### src/dqpi_pkg.sv
`default_nettype none
package dqpi_pkg;

  // default datapath width, saturation point of every sum and product
  localparam int DATA_WIDTH_DEF = 32;

  // magnitude approximation coefficients, Q0.16
  localparam logic [15:0] MAG_BIG   = 16'd62941;
  localparam logic [15:0] MAG_SMALL = 16'd26070;

  // reset value of the vector limit register
  localparam logic [30:0] LIMIT_RESET = 31'd72090;

  // register indexes
  localparam logic [2:0] REG_PROP_GAIN   = 3'd0;
  localparam logic [2:0] REG_INTEG_GAIN  = 3'd1;
  localparam logic [2:0] REG_VOLT_LIMIT  = 3'd2;
  localparam logic [2:0] REG_VOLT_TO_MOD = 3'd3;
  localparam logic [2:0] REG_D_INDUCT    = 3'd4;
  localparam logic [2:0] REG_Q_INDUCT    = 3'd5;
  localparam logic [2:0] REG_ROTOR_FLUX  = 3'd6;
  localparam logic [2:0] REG_FF_ENABLE   = 3'd7;

  localparam int CFG_ADDR_W = 5;

  typedef struct packed {
    logic [31:0]        time_step;
    logic signed [31:0] d_ref;
    logic signed [31:0] q_ref;
    logic signed [31:0] d_meas;
    logic signed [31:0] q_meas;
    logic signed [31:0] elec_speed;
    logic               clear_integ;
  } in_word_t;

  typedef struct packed {
    logic signed [31:0] d_volt;
    logic signed [31:0] q_volt;
    logic               limited;
  } out_word_t;

endpackage
`default_nettype wire

### src/dqpi_if.sv
`default_nettype none
interface dqpi_in_if
  import dqpi_pkg::*;
();
  logic     valid;
  logic     ready;
  in_word_t data;

  modport source (output valid, output data, input ready);
  modport sink (input valid, input data, output ready);
endinterface

interface dqpi_out_if
  import dqpi_pkg::*;
();
  logic      valid;
  logic      ready;
  out_word_t data;

  modport source (output valid, output data, input ready);
  modport sink (input valid, input data, output ready);
endinterface
`default_nettype wire

### src/dq_current_pi_controller_core.sv
`default_nettype none
// one word in, one word out; one word is worked on at a time
// products are formed one at a time on the radix-4 serial multiplier (7 products, 9 when
// limiting, 6 more with feedforward on); when limiting, each scaled axis is divided by the
// magnitude on the bit-serial divider before the integrators are updated
// the next word can be taken the cycle after the result is loaded into the output register
// reset (synchronous, rst_n low): registers to defaults, limit 72090, integrators zero
module dq_current_pi_controller_core
  import dqpi_pkg::*;
#(
  parameter int DATA_WIDTH = DATA_WIDTH_DEF
) (
  input  wire                    clk,
  input  wire                    rst_n,
  dqpi_in_if.sink                in_ch,
  dqpi_out_if.source             out_ch,
  input  wire                    cfg_psel,
  input  wire                    cfg_penable,
  input  wire                    cfg_pwrite,
  input  wire [CFG_ADDR_W-1:0]   cfg_paddr,
  input  wire [31:0]             cfg_pwdata,
  output logic [31:0]            cfg_prdata,
  output logic                   cfg_pready
);

  localparam int SAT_BITS = (DATA_WIDTH < 32) ? DATA_WIDTH : 32;

  // sequencer states
  localparam logic [2:0] ST_IDLE  = 3'd0;
  localparam logic [2:0] ST_START = 3'd1;
  localparam logic [2:0] ST_MUL   = 3'd2;
  localparam logic [2:0] ST_POST  = 3'd3;
  localparam logic [2:0] ST_DIV   = 3'd4;

  // product steps
  localparam logic [3:0] SP_FF_WLQ  = 4'd0;
  localparam logic [3:0] SP_FF_TIQ  = 4'd1;
  localparam logic [3:0] SP_FF_DV   = 4'd2;
  localparam logic [3:0] SP_FF_LDID = 4'd3;
  localparam logic [3:0] SP_FF_WF   = 4'd4;
  localparam logic [3:0] SP_FF_QV   = 4'd5;
  localparam logic [3:0] SP_PI_D    = 4'd6;
  localparam logic [3:0] SP_PI_Q    = 4'd7;
  localparam logic [3:0] SP_MAG_BIG = 4'd8;
  localparam logic [3:0] SP_MAG_SML = 4'd9;
  localparam logic [3:0] SP_SCL_D   = 4'd10;
  localparam logic [3:0] SP_SCL_Q   = 4'd11;
  localparam logic [3:0] SP_KDT     = 4'd12;
  localparam logic [3:0] SP_INT_D   = 4'd13;
  localparam logic [3:0] SP_INT_Q   = 4'd14;

  function automatic logic signed [31:0] sat_w(input logic signed [67:0] v);
    logic signed [67:0] hi;
    logic signed [67:0] lo;
    hi = (68'sd1 <<< (SAT_BITS - 1)) - 68'sd1;
    lo = -hi - 68'sd1;
    if (v > hi) return hi[31:0];
    if (v < lo) return lo[31:0];
    return v[31:0];
  endfunction

  function automatic logic signed [67:0] sx(input logic signed [31:0] v);
    return 68'(v);
  endfunction

  // configuration registers
  logic [30:0]        kp_r, ki_r, lim_r, v2m_r, ld_r, lq_r;
  logic signed [31:0] flux_r;
  logic               ffen_r;

  // per-word working registers
  logic [2:0]         state_r;
  logic [3:0]         step_r;
  logic [31:0]        dt_r;
  logic signed [31:0] id_r, iq_r, we_r, ed_r, eq_r, t_r, f_r;
  logic signed [31:0] udff_r, uqff_r, udraw_r, uqraw_r, ud_r, uq_r, k_r;
  logic signed [31:0] dint_r, qint_r;
  logic [47:0]        pbig_r;
  logic [32:0]        mag_r;
  logic               lmt_r;

  // serial multiplier
  logic [65:0]        mul_a_r, mul_acc_r;
  logic [32:0]        mul_b_r;
  logic               mul_neg_r;
  logic [4:0]         mul_cnt_r;

  // serial divider
  logic [61:0]        num_r;
  logic [32:0]        rem_r;
  logic [31:0]        quo_r;
  logic [5:0]         div_cnt_r;

  logic               out_valid_r;
  out_word_t          out_data_r;

  // apb port
  wire cfg_wr = cfg_psel & cfg_penable & cfg_pwrite & cfg_pready;
  assign cfg_pready = 1'b1;

  always_comb begin
    case (cfg_paddr[4:2])
      REG_PROP_GAIN:   cfg_prdata = {1'b0, kp_r};
      REG_INTEG_GAIN:  cfg_prdata = {1'b0, ki_r};
      REG_VOLT_LIMIT:  cfg_prdata = {1'b0, lim_r};
      REG_VOLT_TO_MOD: cfg_prdata = {1'b0, v2m_r};
      REG_D_INDUCT:    cfg_prdata = {1'b0, ld_r};
      REG_Q_INDUCT:    cfg_prdata = {1'b0, lq_r};
      REG_ROTOR_FLUX:  cfg_prdata = flux_r;
      REG_FF_ENABLE:   cfg_prdata = {31'd0, ffen_r};
      default:         cfg_prdata = 32'd0;
    endcase
  end

  assign in_ch.ready  = (state_r == ST_IDLE);
  assign out_ch.valid = out_valid_r;
  assign out_ch.data  = out_data_r;

  // absolute values of the raw vector for the magnitude estimate
  logic signed [32:0] ax, ay, mx, mn;
  always_comb begin
    ax = udraw_r[31] ? -33'(udraw_r) : 33'(udraw_r);
    ay = uqraw_r[31] ? -33'(uqraw_r) : 33'(uqraw_r);
    mx = (ax > ay) ? ax : ay;
    mn = (ax > ay) ? ay : ax;
  end

  // multiplier operand select
  logic signed [32:0] opa, opb;
  always_comb begin
    case (step_r)
      SP_FF_WLQ:  begin opa = 33'(we_r);    opb = {2'b0, lq_r};  end
      SP_FF_TIQ:  begin opa = 33'(t_r);     opb = 33'(iq_r);     end
      SP_FF_DV:   begin opa = 33'(t_r);     opb = {2'b0, v2m_r}; end
      SP_FF_LDID: begin opa = {2'b0, ld_r}; opb = 33'(id_r);     end
      SP_FF_WF:   begin opa = 33'(we_r);    opb = 33'(f_r);      end
      SP_FF_QV:   begin opa = 33'(t_r);     opb = {2'b0, v2m_r}; end
      SP_PI_D:    begin opa = {2'b0, kp_r}; opb = 33'(ed_r);     end
      SP_PI_Q:    begin opa = {2'b0, kp_r}; opb = 33'(eq_r);     end
      SP_MAG_BIG: begin opa = mx;           opb = {17'd0, MAG_BIG};   end
      SP_MAG_SML: begin opa = mn;           opb = {17'd0, MAG_SMALL}; end
      SP_SCL_D:   begin opa = ax;           opb = {2'b0, lim_r}; end
      SP_SCL_Q:   begin opa = ay;           opb = {2'b0, lim_r}; end
      SP_KDT:     begin opa = {2'b0, ki_r}; opb = {1'b0, dt_r};  end
      SP_INT_D:   begin opa = 33'(k_r);     opb = 33'(ed_r);     end
      SP_INT_Q:   begin opa = 33'(k_r);     opb = 33'(eq_r);     end
      default:    begin opa = '0;           opb = '0;            end
    endcase
  end

  // signed product, floor shift to the target format
  logic signed [65:0] prod_s, prod_sh;
  logic signed [31:0] ps;
  always_comb begin
    prod_s = mul_neg_r ? -$signed(mul_acc_r) : $signed(mul_acc_r);
    case (step_r)
      SP_FF_WLQ, SP_FF_WF: prod_sh = prod_s >>> 28;
      SP_KDT:              prod_sh = prod_s >>> 32;
      default:             prod_sh = prod_s >>> 16;
    endcase
    ps = sat_w(68'(prod_sh));
  end

  // radix-4 multiplier digit
  logic [65:0] mul_acc_nxt;
  assign mul_acc_nxt = mul_acc_r + (mul_b_r[0] ? mul_a_r : 66'd0)
                     + (mul_b_r[1] ? {mul_a_r[64:0], 1'b0} : 66'd0);

  // restoring divider digit
  logic [33:0] trial;
  logic        ge;
  logic [31:0] quo_nxt;
  always_comb begin
    trial   = {rem_r, num_r[61]};
    ge      = trial >= {1'b0, mag_r};
    quo_nxt = {quo_r[30:0], ge};
  end

  // magnitude from the two partial products
  logic [48:0] mag_sum;
  assign mag_sum = {1'b0, pbig_r} + {1'b0, mul_acc_r[47:0]};

  // integrator update for the current axis
  logic signed [31:0] e_sel, raw_sel, int_sel, int_sum, int_new;
  logic signed [32:0] lim_s;
  logic               int_en;
  always_comb begin
    e_sel   = (step_r == SP_INT_D) ? ed_r : eq_r;
    raw_sel = (step_r == SP_INT_D) ? udraw_r : uqraw_r;
    int_sel = (step_r == SP_INT_D) ? dint_r : qint_r;
    lim_s   = {2'b0, lim_r};
    int_sum = sat_w(sx(int_sel) + sx(ps));
    if (33'(int_sum) > lim_s) int_new = lim_s[31:0];
    else if (33'(int_sum) < -lim_s) int_new = 32'(-lim_s);
    else int_new = int_sum;
    int_en  = !lmt_r || (e_sel < 0 && raw_sel > 0) || (e_sel > 0 && raw_sel < 0);
  end

  logic out_fire;
  assign out_fire = (state_r == ST_POST) && (step_r == SP_INT_Q)
                    && (!out_valid_r || out_ch.ready);

  // configuration writes
  always_ff @(posedge clk) begin
    if (!rst_n) begin
      kp_r   <= '0;
      ki_r   <= '0;
      lim_r  <= LIMIT_RESET;
      v2m_r  <= '0;
      ld_r   <= '0;
      lq_r   <= '0;
      flux_r <= '0;
      ffen_r <= 1'b0;
    end else if (cfg_wr) begin
      case (cfg_paddr[4:2])
        REG_PROP_GAIN:   kp_r   <= cfg_pwdata[30:0];
        REG_INTEG_GAIN:  ki_r   <= cfg_pwdata[30:0];
        REG_VOLT_LIMIT:  lim_r  <= cfg_pwdata[30:0];
        REG_VOLT_TO_MOD: v2m_r  <= cfg_pwdata[30:0];
        REG_D_INDUCT:    ld_r   <= cfg_pwdata[30:0];
        REG_Q_INDUCT:    lq_r   <= cfg_pwdata[30:0];
        REG_ROTOR_FLUX:  flux_r <= cfg_pwdata;
        REG_FF_ENABLE:   ffen_r <= cfg_pwdata[0];
        default:         ;
      endcase
    end
  end

  // output register
  always_ff @(posedge clk) begin
    if (!rst_n) begin
      out_valid_r <= 1'b0;
    end else if (out_fire) begin
      out_valid_r <= 1'b1;
    end else if (out_ch.ready) begin
      out_valid_r <= 1'b0;
    end
  end

  always_ff @(posedge clk) begin
    if (out_fire) begin
      out_data_r.d_volt  <= ud_r;
      out_data_r.q_volt  <= uq_r;
      out_data_r.limited <= lmt_r;
    end
  end

  // sequencer and datapath
  always_ff @(posedge clk) begin
    if (!rst_n) begin
      state_r <= ST_IDLE;
      step_r  <= SP_PI_D;
      dint_r  <= '0;
      qint_r  <= '0;
    end else begin
      case (state_r)
        ST_IDLE: begin
          if (in_ch.valid) begin
            dt_r    <= in_ch.data.time_step;
            id_r    <= in_ch.data.d_meas;
            iq_r    <= in_ch.data.q_meas;
            we_r    <= in_ch.data.elec_speed;
            ed_r    <= sat_w(sx(in_ch.data.d_ref) - sx(in_ch.data.d_meas));
            eq_r    <= sat_w(sx(in_ch.data.q_ref) - sx(in_ch.data.q_meas));
            udff_r  <= '0;
            uqff_r  <= '0;
            if (in_ch.data.clear_integ) begin
              dint_r <= '0;
              qint_r <= '0;
            end
            step_r  <= ffen_r ? SP_FF_WLQ : SP_PI_D;
            state_r <= ST_START;
          end
        end
        ST_START: begin
          mul_a_r   <= {33'd0, (opa[32] ? -opa : opa)};
          mul_b_r   <= opb[32] ? -opb : opb;
          mul_neg_r <= opa[32] ^ opb[32];
          mul_acc_r <= '0;
          mul_cnt_r <= '0;
          state_r   <= ST_MUL;
        end
        ST_MUL: begin
          mul_acc_r <= mul_acc_nxt;
          mul_a_r   <= {mul_a_r[63:0], 2'b00};
          mul_b_r   <= {2'b00, mul_b_r[32:2]};
          mul_cnt_r <= mul_cnt_r + 5'd1;
          if (mul_cnt_r == 5'd16) state_r <= ST_POST;
        end
        ST_POST: begin
          state_r <= ST_START;
          step_r  <= step_r + 4'd1;
          case (step_r)
            SP_FF_WLQ, SP_FF_TIQ, SP_FF_WF: t_r <= ps;
            SP_FF_DV:   udff_r <= sat_w(-sx(ps));
            SP_FF_LDID: f_r    <= sat_w(sx(ps) + sx(flux_r));
            SP_FF_QV:   uqff_r <= ps;
            SP_PI_D:    udraw_r <= sat_w(sx(sat_w(sx(ps) + sx(dint_r))) + sx(udff_r));
            SP_PI_Q:    uqraw_r <= sat_w(sx(sat_w(sx(ps) + sx(qint_r))) + sx(uqff_r));
            SP_MAG_BIG: pbig_r  <= mul_acc_r[47:0];
            SP_MAG_SML: begin
              mag_r <= mag_sum[48:16];
              if (mag_sum[48:16] > {2'b0, lim_r}) begin
                lmt_r <= 1'b1;
              end else begin
                lmt_r  <= 1'b0;
                ud_r   <= udraw_r;
                uq_r   <= uqraw_r;
                step_r <= SP_KDT;
              end
            end
            SP_SCL_D, SP_SCL_Q: begin
              num_r     <= mul_acc_r[61:0];
              rem_r     <= '0;
              quo_r     <= '0;
              div_cnt_r <= '0;
              step_r    <= step_r;
              state_r   <= ST_DIV;
            end
            SP_KDT:     k_r <= ps;
            SP_INT_D: begin
              if (int_en) dint_r <= int_new;
            end
            SP_INT_Q: begin
              if (out_fire) begin
                if (int_en) qint_r <= int_new;
                state_r <= ST_IDLE;
              end else begin
                step_r  <= step_r;
                state_r <= ST_POST;
              end
            end
            default: ;
          endcase
        end
        ST_DIV: begin
          num_r     <= {num_r[60:0], 1'b0};
          rem_r     <= ge ? 33'(trial - {1'b0, mag_r}) : trial[32:0];
          quo_r     <= quo_nxt;
          div_cnt_r <= div_cnt_r + 6'd1;
          if (div_cnt_r == 6'd61) begin
            if (step_r == SP_SCL_D) ud_r <= udraw_r[31] ? -quo_nxt : quo_nxt;
            else uq_r <= uqraw_r[31] ? -quo_nxt : quo_nxt;
            step_r  <= step_r + 4'd1;
            state_r <= ST_START;
          end
        end
        default: state_r <= ST_IDLE;
      endcase
    end
  end

endmodule
`default_nettype wire
### src/flat_wrapper.sv
// flat-port wrapper written by rule: the top's interface ports become plain ports
module dq_current_pi_controller_core_flat import dqpi_pkg::*;
#(
  parameter int DATA_WIDTH = DATA_WIDTH_DEF
)
  (clk, rst_n, cfg_psel, cfg_penable, cfg_pwrite, cfg_paddr, cfg_pwdata, cfg_prdata, cfg_pready, in_ch_valid, in_ch_data, in_ch_ready, out_ch_valid, out_ch_data, out_ch_ready);
  dqpi_in_if in_ch_i ();
  dqpi_out_if out_ch_i ();
  input  wire clk;
  input  wire rst_n;
  input  wire cfg_psel;
  input  wire cfg_penable;
  input  wire cfg_pwrite;
  input  wire [CFG_ADDR_W-1:0] cfg_paddr;
  input  wire [31:0] cfg_pwdata;
  output logic [31:0] cfg_prdata;
  output logic cfg_pready;
  input wire logic [$bits(in_ch_i.valid)-1:0] in_ch_valid;
  input wire logic [$bits(in_ch_i.data)-1:0] in_ch_data;
  output wire logic [$bits(in_ch_i.ready)-1:0] in_ch_ready;
  output wire logic [$bits(out_ch_i.valid)-1:0] out_ch_valid;
  output wire logic [$bits(out_ch_i.data)-1:0] out_ch_data;
  input wire logic [$bits(out_ch_i.ready)-1:0] out_ch_ready;
  assign in_ch_i.valid = in_ch_valid;
  assign in_ch_i.data = in_ch_data;
  assign in_ch_ready = in_ch_i.ready;
  assign out_ch_valid = out_ch_i.valid;
  assign out_ch_data = out_ch_i.data;
  assign out_ch_i.ready = out_ch_ready;
  dq_current_pi_controller_core #(.DATA_WIDTH(DATA_WIDTH)) u_core (.clk(clk), .rst_n(rst_n), .in_ch(in_ch_i), .out_ch(out_ch_i), .cfg_psel(cfg_psel), .cfg_penable(cfg_penable), .cfg_pwrite(cfg_pwrite), .cfg_paddr(cfg_paddr), .cfg_pwdata(cfg_pwdata), .cfg_prdata(cfg_prdata), .cfg_pready(cfg_pready));
endmodule
### config.mk
export PLATFORM = sky130hd
export DESIGN_NAME = dq_current_pi_controller_core_flat
export DESIGN_NICKNAME = d
export VERILOG_FILES = /design/src/dqpi_pkg.sv /design/src/dqpi_if.sv /design/src/dq_current_pi_controller_core.sv /design/src/flat_wrapper.sv
export SDC_FILE = /design/constraint.sdc
export NUM_CORES = 2
export LEC_CHECK = 0
export BUFFER_PORTS_ARGS = -buffer_cell sky130_fd_sc_hd__buf_2
export CAP_MARGIN = 20
export CORE_MARGIN = 2
export CORE_UTILIZATION = 40
export CTS_CLUSTER_SIZE = 28
export DETAILED_ROUTE_END_ITERATION = 8
export GPL_ROUTABILITY_DRIVEN = 0
export PLACE_DENSITY_LB_ADDON = 0.15
export SYNTH_ARGS = -nofsm -noshare
export SYNTH_HDL_FRONTEND = slang
export SYNTH_SLANG_ARGS = --single-unit
### constraint.sdc
create_clock -name clk -period 13.45 [get_ports clk]
set_clock_uncertainty 0.2 [all_clocks]
set_input_delay 2.69 -clock clk [delete_from_list [all_inputs] [get_ports clk]]
set_output_delay 2.69 -clock clk [all_outputs]
set_load 0.02 [all_outputs]
# Word level (Yosys, flattened, before mapping)
# Index checks and enable logic that the tools add are counted.
# W data, S select, Z words.
# totals
reg_bits	1221
# classes
n_eq_ne	44
n_mux	196
n_addsub	23
bitwise_logic	3
order_cmp	29
n_reduce_logical	53
# op_table
cell	count
$mux W32	70
$gt A68 B32 Y1 const B	9
$lt A68 B32 Y1 const B	9
$pmux W32 S2	6
$pmux W33 S11	1
$pmux W33 S10	1
$mux W33	8
$pmux W66 S2	2
$pmux W32 S8	1
$add A32 B32 Y33	6
$mux W66	3
$add A66 B66 Y66	2
$pmux W33 S2	2
$pmux W62 S2	1
$pmux W49 S2	1
$mux W1	81
$neg A32 Y68	1
$neg A32 Y33	2
$neg A33 Y33	2
$neg A66 Y66	1
$sub A32 B32 Y33	2
$gt A32 B1 Y1 const B	2
$lt A32 B1 Y1 const B	2
$mux W62	1
53 further kinds	132

# Depth between registers and ports, before layout
# depth
word_depth	35
ltp_mapped	48
mapped_depth_nobuf	42

# Worst setup path after synthesis
# OpenSTA, ideal clock, no wires.
# synth_path
path_kind	register to register
start	register u_core.mul_acc_r[31]
end	register u_core.uqraw_r[12], data pin
path_slack_ps	1595
arrival_ps	11380
path_stages_with_launch	47
cell_sequence	edfxtp_1 -> nor4_2 -> and4_4 -> nand3_4 -> o41ai_4 -> xor2_2 -> inv_2 -> a221o_1 -> nor4b_1 -> o2111ai_1 -> and2_1 -> buf_6 -> buf_6 -> a21oi_1 -> inv_1 -> fa_1 -> a211oi_1 -> o21ai_0 -> (+11 left out) -> nor2_1 -> ha_1 -> fa_1 -> a211oi_1 -> o211ai_1 -> a221o_1 -> o211ai_1 -> a21oi_1 -> a211oi_1 -> o41ai_1 -> a31o_2 -> a211oi_1 -> mux2_2 -> inv_1 -> nand2_1 -> clkbuf_1 -> clkbuf_1 -> o21ai_0
# synth_between
elab_chain_len	29
word_cells_on_any_way	44
classes_between	3 x add/sub; 6 x order compare; 35 x mux
# synth_rtl
element	line_no	source
from (decl)	dq_current_pi_controller_core.sv:83	logic [65:0] mul_a_r, mul_acc_r;
from (signal assigned)	dq_current_pi_controller_core.sv:284	mul_acc_r <= mul_acc_nxt;
$neg A66 Y66	dq_current_pi_controller_core.sv:155	prod_s = mul_neg_r ? -$signed(mul_acc_r) : $signed(mul_acc_r);
$mux W66 (*)	dq_current_pi_controller_core.sv:155	
$pmux W49 S2	dq_current_pi_controller_core.sv:156	case (step_r)
$lt A50 B32 Y1	dq_current_pi_controller_core.sv:58	if (v < lo) return lo[31:0];
$mux W1 (2 in series)	dq_current_pi_controller_core.sv:58	
$mux W32	dq_current_pi_controller_core.sv:59	return v[31:0];
$mux W32 (*)	dq_current_pi_controller_core.sv:58	
via u_core.ps[31]	dq_current_pi_controller_core.sv:153	logic signed [31:0] ps;
(+12 left out)	--	
$add A32 B32 Y33 (*)	dq_current_pi_controller_core.sv:299	SP_PI_Q: uqraw_r <= sat_w(sx(sat_w(sx(ps) + sx(qint_r))) + sx(uqff_r));
$lt A68 B32 Y1	dq_current_pi_controller_core.sv:58	
$mux W1 (2 in series)	dq_current_pi_controller_core.sv:58	
$mux W1	dq_current_pi_controller_core.sv:293	case (step_r)
$mux W1	dq_current_pi_controller_core.sv:256	case (state_r)
$mux W1	dq_current_pi_controller_core.sv:250	if (!rst_n) begin
$mux W32	dq_current_pi_controller_core.sv:59	
$mux W32 (*)	dq_current_pi_controller_core.sv:58	
to (signal assigned)	dq_current_pi_controller_core.sv:299	
to (decl)	dq_current_pi_controller_core.sv:76	logic signed [31:0] udff_r, uqff_r, udraw_r, uqraw_r, ud_r, uq_r, k_r;
# Mark *: on every way through the listed nets, which the timed path passes. The rest lies on a longest branch. The select of a mux whose other input is x is not followed.
# A chain may end at the register's enable or synchronous reset.

# Final worst setup path
# layout_path
start	register u_core.mul_acc_r[1]
end	register u_core.udraw_r[23], data pin
# layout_between
elab_chain_len	29
word_cells_on_any_way	44
classes_between	3 x add/sub; 6 x order compare; 35 x mux
# layout_rtl
element	line_no	source
$neg A66 Y66 (*)	dq_current_pi_controller_core.sv:155	
$mux W66 (*)	dq_current_pi_controller_core.sv:155	
$pmux W49 S2	dq_current_pi_controller_core.sv:156	
$lt A50 B32 Y1	dq_current_pi_controller_core.sv:58	
$mux W1 (2 in series)	dq_current_pi_controller_core.sv:58	
$mux W32	dq_current_pi_controller_core.sv:59	
$mux W32 (*)	dq_current_pi_controller_core.sv:58	
via u_core.ps[1]	dq_current_pi_controller_core.sv:153	
(+12 left out)	--	
$add A32 B32 Y33 (*)	dq_current_pi_controller_core.sv:298	SP_PI_D: udraw_r <= sat_w(sx(sat_w(sx(ps) + sx(dint_r))) + sx(udff_r));
$lt A68 B32 Y1	dq_current_pi_controller_core.sv:58	
$mux W1 (2 in series)	dq_current_pi_controller_core.sv:58	
$mux W1	dq_current_pi_controller_core.sv:293	
$mux W1	dq_current_pi_controller_core.sv:256	
$mux W1	dq_current_pi_controller_core.sv:250	
$mux W32	dq_current_pi_controller_core.sv:59	
$mux W32 (*)	dq_current_pi_controller_core.sv:58	
to (signal assigned)	dq_current_pi_controller_core.sv:298	
to (decl)	dq_current_pi_controller_core.sv:76	
# Marked as above.

==> flow_summary_export.csv <==
group,metric,value,unit
finish,final_cells,12200,
yosys,ys_seq_area_share,40.5,%
finish,fin_nets,10100,
routing,drt_iter0_markers,9319,
global_routing,met3_usage,6.64,%
sta,tns,0,ns
worst_setup_path,slowest_stage,"or4_4",
finish,multiInputGateArea,46300,um2
worst_setup_path,max_stage_delay,0.69,ns
placement,pre_cts_ws,0.243,ns
placement,postPlaceCellArea,88600,um2
clock_tree,post_cts_buffers,0,
worst_setup_path,crit_fanout,26,
floorplanning,die_w,461,um
global_routing,grt_pass1_wl,479000,um
floorplanning,die_y,461,um
clock_tree,h-tree-depth,4,
sta,fmax,0.0788,GHz
floorplanning,core,207000,um2
finish,final_area,93700,um2
worst_setup_path,path_delay_family,"compound AO/OA/AOI/OAI gates",
routing,drtAntennaViolNets,0,
power_and_ir_drop,leakage,36.7,nW
clock_tree,clockBufferDepth,3,
sta,setup_ws,0.767,ns
clock_tree,cts_tree,"built",
clock_tree,hold_buffers,0,
sta,maxSlewViolCount,0,
placement,port_buffers,333,
placement,dp.cells,11900,
worst_setup_path,end_kind,"flip-flop",
hold_path,hp-class,"reg2reg",
yosys,ys_ff_latch,1221,
clock_tree,clk_latency,0.83,ns
routing,vias,73500,
sta,slew_headroom,20.0,%
sta,setup_violations,0,
clock_tree,cts.sinks,1221,
worst_setup_path,r2r-start,"u_core.mul_acc_r[1]",
global_routing,grtUsageTotal,30.8,%
global_routing,busiest_layer,"met2",
routing,drc,9,
sta,worstMarginPinSlew,1.20,ns
hold_path,hold_start,"u_core.ud_r[25]",
global_routing,grt_pass1_vias,69900,
worst_setup_path,crit_start,"u_core.mul_acc_r[1]",
routing,routed_wl,335000,um
flow_run,maxCapViolCount,0,
outcome,violations,"design-rule violations",
global_routing,antenna_found_initial,47,
finish,syn_to_final_growth,12.4,%
yosys,yosys.cell_types.count,108,
yosys,syn_area_per_cell,9.26,um2
outcome,status,"finished with violations",
sta,period_share,94.3,%
yosys,syn_area,83400,um2
sta,finalCriticalPeriod,12.68,ns
clock_tree,cts-root-buf,"clkbuf_16",
global_routing,met1_usage,39.5,%
finish,fin_util,45.2,%
floorplanning,dieArea,212000,um2
clock_tree,cts_buffers,146,
worst_setup_path,worst-path-buf-inv,4,
worst_setup_path,critical_path_class,"reg2reg",
sta,finalHoldViolCount,0,
floorplanning,io_pins,337,
yosys,syn_inst,9006,
routing,wl_per_cell,27.6,um
worst_setup_path,cp-start-kind,"flip-flop",
floorplanning,rows,167,
power_and_ir_drop,ir_drop,151,uV
placement,dp_hpwl,255000,um
finish,drive_gt1_share,10.5,%
power_and_ir_drop,pwr_density_cell,136,nW/um2
yosys,yosysWarnings,0,
global_routing,grt_overflow,0,
clock_tree,clk_pin_slew,0.06,ns
worst_setup_path,cp.required,13.79,ns
yosys,ys.flop_type,"edfxtp_1",
yosys,synth_edf_count,930,
routing,drt_pass1_iterations,9,
worst_setup_path,critPathArrivalTime,13.02,ns
routing,post_drt_via_cell_ratio,6.04,
yosys,async_flop_share,0,%
global_routing,grt_max_degree,210,
floorplanning,initial_core_util,40.2,%
finish,fill_cells,20100,
finish,regArea,33800,um2
global_routing,use_met2,46.8,%
## final timing paths
check	endpoint	slack (ns)	depth (start not counted)
min	u_core.out_ch.data[58]	0.21	0
min reg2reg	u_core.out_ch.data[58]	0.21	0
max	u_core.udraw_r[23]	0.77	41
max reg2reg	u_core.udraw_r[23]	0.77	41
## cell usage after synthesis, types with 60 or more instances
| master | number | share of area, % |
|---|---|---|
| edfxtp_1 | 930 | 33 |
| a22oi_1 | 60 | 0.54 |
| xnor2_1 | 357 | 3.7 |
| o31ai_1 | 70 | 0.63 |
| a211oi_1 | 67 | 0.60 |
| nand2b_1 | 82 | 0.61 |
| inv_1 | 488 | 2.2 |
| a221oi_1 | 60 | 0.63 |
| a21oi_1 | 561 | 3.4 |
| a21boi_0 | 227 | 2.0 |
| o21a_1 | 97 | 0.87 |
| fa_1 | 74 | 1.8 |
| nand2_1 | 1361 | 6.1 |
| and2_1 | 94 | 0.70 |
| o21ai_0 | 634 | 3.8 |
| mux2i_1 | 78 | 0.94 |
| nand3_1 | 137 | 0.82 |
| a21o_1 | 213 | 1.9 |
| xor2_1 | 243 | 2.6 |
| ha_1 | 558 | 8.4 |
| clkbuf_1 | 375 | 1.7 |
| dfxtp_1 | 291 | 7.0 |
| nor2_1 | 515 | 2.3 |
| nor2b_1 | 63 | 0.47 |
| a222oi_1 | 88 | 1.1 |
| nor3_1 | 144 | 0.86 |
| nand4_1 | 93 | 0.70 |
| and3_1 | 96 | 0.72 |
## state kept, by name (all words and copies together) (netlist names), 33 cells and up
name and flops:
u_core.out_ch.data 65, u_core.mul_a_r 66, u_core.mul_b_r 33, u_core.mag_r 33, u_core.rem_r 33, u_core.mul_acc_r 66, u_core.num_r 62, u_core.pbig_r 48
## where the power goes
part	switching (W)	internal (W)
logic	0.00260	0.00144
clock network	0.00170	0.00248
registers	0.000152	0.00435
total	0.00445	0.00826
## placed cells by master, fill, tap and decap left out, types with 82 or more instances in the layout
cell       Yosys  layout
a21boi_0     227     225
a21o_1       213     213
a21oi_1      561     557
a222oi_1      88      88
and2_1        94      91
and3_1        96      94
buf_2         32     331
buf_4          5     200
clkbuf_16      0     153
dfxtp_1      291     289
edfxtp_1     930     930
ha_1         558     557
inv_1        488     488
nand2_1     1361    1359
nand2b_1      82      82
nand3_1      137     137
nand4_1       93      93
nor2_1       515     503
nor3_1       144     137
o21a_1        97      96
o21ai_0      634     625
xnor2_1      357     357
xor2_1       243     243
## through the flow
step | hold slack, ns | power (W)
detailed placement | 0.205 | 0.00848
global route | 0.221 | 0.0133
CTS | 0.207 | 0.0127
global placement | 0.206 | 0.00842
floorplan | 0.200 | 0.00722
finish | 0.207 | 0.0127
## layer usage
metal  wire (um)  vias to the layer above  part of all wire [%]
met5         194                        -                 0.058
met4       25300                       30                   7.5
met3       32100                      822                   9.6
met2      145000                     3801                    43
met1      133000                    35500                    40
li1            -                    33400                     -
## kinds of logic after synthesis
group / after synthesis / synth area share (%)
and+or+nand+nor: 2835 / 15.6
AOI/OAI and AO/OA: 2601 / 20.7
DFF: 1221 / 40.5
buffers and inverters: 944 / 4.36
adders and majority gates: 665 / 10.5
xor gates and xnor gates: 601 / 6.32
muxes: 137 / 2.02
other: 2 / 0.00900
## what timing repair did
item / in CTS / in global routing
setup endpoints to repair: 0 / 62
resized for setup: 0 / 12
hold endpoints to repair: 0 / 0
## layout make-up
| cell class | instances | area share, % |
|---|---|---|
| Sequential cell | 1221 | 36.0 |
| Clock inverter | 73 | 0.945 |
| Clock buffer | 197 | 4.38 |
| Timing Repair Buffer | 537 | 3.47 |
| Inverter | 493 | 1.97 |
| Antenna cell | 15 | 0.0400 |
| Tap cell | 2788 | 3.72 |
| Multi-Input combinational cell | 6843 | 49.5 |
(Power assumes the default switching activity.)
